===== src/rtl/core/xhpd_pkg.sv =====
`default_nettype none
package xhpd_pkg;

	localparam int unsigned WinBytes = 16;

	typedef logic [WinBytes-1:0][7:0] win_t;

	localparam logic [2:0] KIND_NONE   = 3'd0;
	localparam logic [2:0] KIND_NEAR   = 3'd1;
	localparam logic [2:0] KIND_SHORT  = 3'd2;
	localparam logic [2:0] KIND_PUSHRT = 3'd3;
	localparam logic [2:0] KIND_VIAMEM = 3'd4;
	localparam logic [2:0] KIND_MOVJMP = 3'd5;
	localparam logic [2:0] KIND_RELOC  = 3'd6;

	localparam logic [7:0] OP_CALL_REL = 8'hE8;
	localparam logic [7:0] OP_JMP_REL  = 8'hE9;
	localparam logic [7:0] OP_JMP_SH   = 8'hEB;
	localparam logic [7:0] OP_PUSH_IMM = 8'h68;
	localparam logic [7:0] OP_RET      = 8'hC3;
	localparam logic [7:0] OP_GRP5     = 8'hFF;
	localparam logic [7:0] MODRM_DISP  = 8'h25;
	localparam logic [4:0] OP_MOV_HI   = 5'b10111;	// 0xB8..0xBF
	localparam logic [3:0] REX_HI      = 4'h4;		// 0x40..0x4F, W at bit 3
	localparam logic [3:0] MODRM_JMP_HI  = 4'hE;	// 0xE0..0xEF
	localparam logic [3:0] MODRM_CALL_HI = 4'hD;	// 0xD0..0xDF

	typedef struct packed {
		logic        match;
		logic [3:0]  len;
		logic [2:0]  kind;
		logic [63:0] target;
		logic        direct;
	} dec_res_t;

endpackage
`default_nettype wire


===== src/rtl/core/xhpd_decode.sv =====
`default_nettype none
module xhpd_decode
	import xhpd_pkg::*;
(
	input  wire logic        is64,
	input  wire win_t        win,
	input  wire logic [4:0]  avail,
	input  wire logic [63:0] va,
	output dec_res_t         res
);

	logic [31:0] imm32_1;
	logic [31:0] imm32_2;
	logic [63:0] off;
	logic [63:0] imm;
	logic        use_add;

	logic        rex;
	logic        islong;
	logic [7:0]  op2;
	logic [3:0]  j0;
	logic        rex2;
	logic [3:0]  j;
	logic [7:0]  modrm;
	logic        mov_ok;

	assign imm32_1 = {win[4], win[3], win[2], win[1]};
	assign imm32_2 = {win[5], win[4], win[3], win[2]};

	assign rex    = is64 && (win[0][7:4] == REX_HI);
	assign islong = rex && win[0][3];
	assign op2    = rex ? win[1] : win[0];
	assign j0     = rex ? (islong ? 4'd10 : 4'd6) : 4'd5;
	assign rex2   = is64 && (win[j0][7:4] == REX_HI);
	assign j      = j0 + {3'd0, rex2};
	assign modrm  = win[j + 4'd1];

	assign mov_ok = (op2[7:3] == OP_MOV_HI)
		&& (avail >= (islong ? 5'd11 : 5'd7))
		&& (avail >= ({1'b0, j} + 5'd2))
		&& (win[j] == OP_GRP5)
		&& ((modrm[7:4] == MODRM_JMP_HI) || (modrm[7:4] == MODRM_CALL_HI))
		&& !modrm[3]
		&& (modrm[2:0] == op2[2:0]);

	always_comb begin
		res     = '0;
		off     = '0;
		imm     = '0;
		use_add = 1'b0;
		priority if (win[0] == OP_JMP_REL || win[0] == OP_CALL_REL) begin
			res.match  = avail >= 5'd5;
			res.len    = 4'd5;
			res.kind   = KIND_NEAR;
			res.direct = 1'b1;
			use_add    = 1'b1;
			off        = 64'd5 + {{32{imm32_1[31]}}, imm32_1};
		end else if (win[0] == OP_JMP_SH) begin
			res.match  = avail >= 5'd2;
			res.len    = 4'd2;
			res.kind   = KIND_SHORT;
			res.direct = 1'b1;
			use_add    = 1'b1;
			off        = 64'd2 + {{56{win[1][7]}}, win[1]};
		end else if (win[0] == OP_PUSH_IMM) begin
			res.match  = (avail >= 5'd6) && (win[5] == OP_RET);
			res.len    = 4'd6;
			res.kind   = KIND_PUSHRT;
			res.direct = 1'b1;
			imm        = {32'd0, imm32_1};
		end else if (win[0] == OP_GRP5 && win[1] == MODRM_DISP) begin
			res.match  = avail >= 5'd6;
			res.len    = 4'd6;
			res.kind   = KIND_VIAMEM;
			res.direct = 1'b0;
			use_add    = is64;
			off        = 64'd6 + {{32{imm32_2[31]}}, imm32_2};
			imm        = {32'd0, imm32_2};
		end else begin
			res.match  = mov_ok;
			res.len    = j + 4'd2;
			res.kind   = KIND_MOVJMP;
			res.direct = 1'b1;
			if (islong) begin
				imm = {win[9], win[8], win[7], win[6], win[5], win[4], win[3], win[2]};
			end else if (rex) begin
				imm = {32'd0, imm32_2};
			end else begin
				imm = {32'd0, imm32_1};
			end
		end
		res.target = use_add ? (va + off) : imm;
	end

endmodule
`default_nettype wire


===== src/rtl/core/x86_hook_pattern_decoder_unit.sv =====
// channel   | signals                                                      | dir
// ----------+--------------------------------------------------------------+----
// config    | cfg_we, cfg_wdata                                            | in
// item in   | start, window_low/high, byte_before, has_byte_before,        | in
//           | code_address, bytes_available, is_relocated                  |
// item out  | busy, done, hook_length, hook_kind, target_address, target_direct | out
//
// From start to done an item passes the input register, then the result register.
// One item per cycle; busy is always low.
// arst_n clears the valid flags and sets is64_q to 0.
// The receiver cannot stall; done is a single-cycle strobe.
`default_nettype none
module x86_hook_pattern_decoder_unit
	import xhpd_pkg::*;
(
	input  wire logic        clk,
	input  wire logic        arst_n,
	input  wire logic        cfg_we,
	input  wire logic        cfg_wdata,
	input  wire logic        start,
	output logic             busy,
	input  wire logic [63:0] window_low,
	input  wire logic [63:0] window_high,
	input  wire logic [7:0]  byte_before,
	input  wire logic        has_byte_before,
	input  wire logic [63:0] code_address,
	input  wire logic [4:0]  bytes_available,
	input  wire logic        is_relocated,
	output logic             done,
	output logic [3:0]       hook_length,
	output logic [2:0]       hook_kind,
	output logic [63:0]      target_address,
	output logic             target_direct
);

	logic        is64_q;
	logic        valid_s1;
	win_t        win_s1;
	win_t        rwin_s1;
	logic        hbb_s1;
	logic [63:0] va_s1;
	logic [63:0] va_m1_s1;
	logic [4:0]  avail_s1;
	logic [4:0]  ravail_s1;
	logic        reloc_s1;

	logic [4:0]  avail_in;
	win_t        win_in;

	dec_res_t    prim;
	dec_res_t    retry;
	dec_res_t    fin;
	logic        rel_ok;

	logic        done_q;
	logic [3:0]  len_q;
	logic [2:0]  kind_q;
	logic [63:0] tgt_q;
	logic        dir_q;

	assign busy     = 1'b0;
	assign avail_in = (bytes_available > 5'd16) ? 5'd16 : bytes_available;
	assign win_in   = {window_high, window_low};

	always_ff @(posedge clk or negedge arst_n) begin
		if (!arst_n) begin
			is64_q   <= 1'b0;
			valid_s1 <= 1'b0;
			done_q   <= 1'b0;
		end else begin
			if (cfg_we) begin
				is64_q <= cfg_wdata;
			end
			valid_s1 <= start;
			done_q   <= valid_s1;
		end
	end

	always_ff @(posedge clk) begin
		if (start) begin
			win_s1    <= win_in;
			rwin_s1   <= {win_in[14:0], byte_before};
			hbb_s1    <= has_byte_before;
			va_s1     <= code_address;
			va_m1_s1  <= code_address - 64'd1;
			avail_s1  <= avail_in;
			ravail_s1 <= (avail_in == 5'd16) ? 5'd16 : avail_in + 5'd1;
			reloc_s1  <= is_relocated;
		end
	end

	xhpd_decode u_prim (
		.is64  (is64_q),
		.win   (win_s1),
		.avail (avail_s1),
		.va    (va_s1),
		.res   (prim)
	);

	xhpd_decode u_retry (
		.is64  (is64_q),
		.win   (rwin_s1),
		.avail (ravail_s1),
		.va    (va_m1_s1),
		.res   (retry)
	);

	assign rel_ok = reloc_s1 && (avail_s1 >= (is64_q ? 5'd8 : 5'd4));

	always_comb begin
		fin = '0;
		priority if (rel_ok) begin
			fin.match  = 1'b1;
			fin.len    = is64_q ? 4'd8 : 4'd4;
			fin.kind   = KIND_RELOC;
			fin.direct = 1'b1;
			fin.target = is64_q ? win_s1[7:0] : {32'd0, win_s1[3:0]};
		end else if (avail_s1 >= 5'd3 && prim.match) begin
			fin = prim;
		end else if (avail_s1 >= 5'd3 && hbb_s1 && retry.match) begin
			fin     = retry;
			fin.len = retry.len - 4'd1;
		end else begin
			fin = '0;
		end
	end

	always_ff @(posedge clk) begin
		if (valid_s1) begin
			len_q  <= fin.len;
			kind_q <= fin.kind;
			tgt_q  <= fin.target;
			dir_q  <= fin.direct;
		end
	end

	assign done           = done_q;
	assign hook_length    = len_q;
	assign hook_kind      = kind_q;
	assign target_address = tgt_q;
	assign target_direct  = dir_q;

endmodule
`default_nettype wire

===== config.mk =====
export PLATFORM = sky130hd
export DESIGN_NAME = x86_hook_pattern_decoder_unit
export DESIGN_NICKNAME = d
export VERILOG_FILES = /design/src/rtl/core/xhpd_pkg.sv /design/src/rtl/core/xhpd_decode.sv /design/src/rtl/core/x86_hook_pattern_decoder_unit.sv
export SDC_FILE = /design/constraint.sdc
export NUM_CORES = 1
export LEC_CHECK = 0
export BUFFER_PORTS_ARGS = -buffer_cell sky130_fd_sc_hd__buf_2
export CAP_MARGIN = 20
export CORE_AREA = 2 2 286 288
export CTS_CLUSTER_SIZE = 40
export DETAILED_ROUTE_END_ITERATION = 7
export DIE_AREA = 0 0 288 290
export GPL_TIMING_DRIVEN = 0
export HOLD_SLACK_MARGIN = 0.06
export SLEW_MARGIN = 20
export SYNTH_ARGS = -nofsm -noshare
export SYNTH_HDL_FRONTEND = slang
export SYNTH_SLANG_ARGS = --single-unit

===== constraint.sdc =====
create_clock -name clk -period 8.7 [get_ports clk]
set_input_delay 0.87 -clock clk [delete_from_list [all_inputs] [get_ports clk]]
set_output_delay 0.87 -clock clk [all_outputs]
set_load 0.01 [all_outputs]

==> summary.txt <==
Synth
  • Post-synthesis sequential area ratio: between 30 and 40%
  • Adder-Cell Fraction of Synth Area: 7.28%
  • #FFs+latches synth: roughly 340
  • Post-Synthesis Cell Area: around 29000 um2
  • Synth Area in XOR/XNOR: 9.09%
  • Asr flop ratio synth: 0.875%
  • Top_reg_cell synth: edfxtp_1
  • Mux cell area share after synthesis: 2.96%
  • Count of different cell masters after synthesis: 95
  • Mean post-synth cell area: approximately 8.8 um2
  • Post-Synth Simple-Gate Area: 18.0%
  • Largest family of logic cells by synthesized area: compound AO/OA/AOI/OAI gates
  • Ys Warns: 0
  • Post-synth EDFFs: 340
  • Area fraction in compound gates after synthesis: 23.0%
  • Post-Syn Instances: roughly 3.3k

STA
  • Fin crit period: slightly below 9000 ps
  • Final Hold Vio Count: 0
  • Max Freq: 114 MHz
  • Max Slew Vio Count: 0
  • RSZ-0062 raised after global routing: no
  • TNS Setup: -92.4 ps
  • Slew at the pin closest to its max-slew limit: around 1200 ps
  • Final setup margin: -74.4 ps
  • Max Clock Skew: 22.0 ps
  • Max_slew headroom: 21.0%
  • Final setup viols: 3
  • Fin crit share: 101%

Finish
  • Final Core Density: 41.1%
  • Layout cell share with drive strength beyond 1: about an eighth
  • Nets: 3973
  • Area delta synth->final: 14.9%

Routing
  • Post-DR vias/cell: 6.24
  • Routed Antenna Nets: 0
  • First-pass iteration count of the detailed router: 8
  • Via count: slightly below 30k
  • WL/cell: 28.9 um
  • First DRT Iteration DRCs: 4128
  • Residual DRC: 0
  • Final WL: 136 mm

Outcome
  • Status: complete, but fails checks
  • Failing checks: negative setup slack

CTS
  • Sink Count: between 300 and 400
  • CTS tree: yes
  • Root Driver: clkbuf_16
  • CTS Buf Count: 39
  • Clock transition at path regs: 60 ps
  • Clock Path Buffers: 3
  • Setup Buffers After CTS: 0
  • Total number of H-tree levels: 2
  • Latest clock arrival within the worst-skew pair: 590 ps

Place
  • DPL Wire Length: 106 mm
  • Routability cong.: roughly 1.0
  • IO buf count: 275

Die
  • Core box area: 80200 um2
  • Die H: 290 um
  • Row cnt: 104
  • Ports: between 200 and 300
  • Initial cell density of the core: 35.8%
  • Die X-Extent: 288 um
  • Die area: 83500 um2

Setup path
  • R2R Path End: target_address[37]$_DFFE_PP_
  • Flop2flop setup slack: -70 ps
  • Reg2reg start: rwin_s1[4]$_DFFE_PP_
  • CP Capture Type: flop
  • Crit start category: flop
  • Critical path class: reg -> reg
  • Maximum net fanout on the critical path: 10
  • Worst Reg2Reg Path Length in Cells: 23
  • Arr. time, crit path: 9100 ps
  • Data required time of the worst path: approximately 9000 ps

Power and ir drop
  • Worst vdd ir: between 0.00015 and 0.0002 V
  • P_leak: 0.0124 uW
  • Power per cell area: 146 nW/um2

Global routing
  • Number of global-route vias before repair: 27.2k
  • Largest net degree at the start of global routing: 98
  • Initial antenna violation count: 4
  • Total GRT Usage: 31.4%
  • Grt ovf: 0
  • First-pass GRT wire length: 192 mm

Hold path
  • Hold path start: window_low[35]
  • Hold crit path type: in -> reg
  • Hold Crit Endpoint: rwin_s1[43]$_DFFE_PP_
  • Hold path cells: 1

Run
  • MaxCap Viol Count: 0
flip-flops by register name, summed over array words and instances (netlist names), 3 cells and up:
name,flops
rwin_s1,128
target_address,64
va_m1_s1,64
va_s1,64
avail_s1,5
ravail_s1,5
hook_length,4
hook_kind,3
final cells by class:
cell class                 count  area, um2
clock buffer                  50       1020
tap                         1060       1330
inverter                      68        262
fill                        8225      47200
antenna                        1       2.50
sequential                   343      10300
timing repair buffer         288       1550
buffer                       216        838
multi-input combinational   2640      17400
clock inverter                20        285
synth_stat cells, drive strengths merged (50+ instances only):
| master | instances | area (um2) |
|---|---|---|
| nand2 | 372 | 1400 |
| edfxtp | 340 | 10200 |
| a21oi | 309 | 1550 |
| nor2 | 216 | 830 |
| o21ai | 214 | 1070 |
| clkbuf | 188 | 706 |
| ha | 163 | 2040 |
| xnor2 | 151 | 1320 |
| xor2 | 147 | 1290 |
| nand3 | 117 | 586 |
| nor3 | 88 | 440 |
| a21o | 81 | 608 |
| inv | 65 | 246 |
| nand4 | 61 | 382 |
| a211oi | 57 | 428 |
| a22oi | 55 | 413 |
| mux2i | 50 | 500 |
metrics by stage:
step	total power, uW	hold WS [ps]	instances	setup WS [ps]	cell area (um2)
after floorplan	2630	574	3267	1510	28700
after global placement	3100	669	4602	-2370	31400
after detailed placement	3100	670	4614	127	31600
after CTS	4810	437	4685	107	32900
after global routing	4980	441	4685	8.53	33000
final	4820	458	4686	-74.4	33000
what timing repair did:
item                                    4_1_cts  5_1_grt
endpoints found under the setup margin        0       31
endpoints found under the hold margin         3        0
gates resized for setup                       0        9
hold buffers                                  1        0
power by group:
part,internal [uW],switching (uW),total (uW),leakage [uW]
registers,1970,140,2110,0.00340
clock network,1010,693,1700,0.000625
logic,324,677,1000,0.00840
total,3310,1510,4820,0.0124
placed cells by master, fill, tap and decap left out, drive strengths merged, types with 40 or more instances in the layout:
cell	netlist	final
a211oi	57	57
mux2i	50	50
inv	65	65
nor2	216	216
ha	163	163
a21oi	309	309
xnor2	151	151
buf	28	315
xor2	147	147
nand4	61	61
a22oi	55	55
nand3	117	117
nor3	88	88
nand2	372	372
o211ai	40	40
a221oi	40	40
clkbuf	188	238
o21ai	214	214
edfxtp	340	340
a21o	81	81
routing by layer:
layer | global-route usage [%] | share of wire [%]
met1 | 43.1 | 41
met5 | 0 | 0.027
met3 | 7.21 | 11
met4 | 14.1 | 5.3
met2 | 46.8 | 43
kinds of logic after synthesis:
group / count (synthesis)
compound gates: 1026
xor+xnor: 298
other cells: 2
flops: 343
fa+ha+maj: 166
simple gates: 1078
mux: 69
buf+inv: 284
worst max path at each step:
stage                                from                            to  slack, ps
finish               rwin_s1[4]$_DFFE_PP_  target_address[37]$_DFFE_PP_        -70
global route         rwin_s1[4]$_DFFE_PP_  target_address[37]$_DFFE_PP_          9
CTS                  rwin_s1[4]$_DFFE_PP_  target_address[37]$_DFFE_PP_        110
detailed placement   rwin_s1[4]$_DFFE_PP_  target_address[34]$_DFFE_PP_        130
global placement    rwin_s1[10]$_DFFE_PP_  target_address[63]$_DFFE_PP_      -2370
floorplan           rwin_s1[10]$_DFFE_PP_  target_address[63]$_DFFE_PP_       1510
worst max-delay path: stages (launching register included):
cell	delay, ps
edfxtp_1	550
nor4b_4	680
a2bb2oi_1	390
or2_2	410
inv_1	120
ha_1	130
clkbuf_1	460
buf_2	430
buf_2	350
clkbuf_1	460
inv_1	250
ha_1	350
nor2b_1	40
o21ai_0	160
nand3_1	120
a21bo_1	190
a2111o_1	300
a2111o_1	450
a311oi_1	300
o31ai_1	240
nor2_1	760
nand2_1	550
buf_2	380
o21bai_1	420
Note: power is estimated with default switching activity, not from simulation.
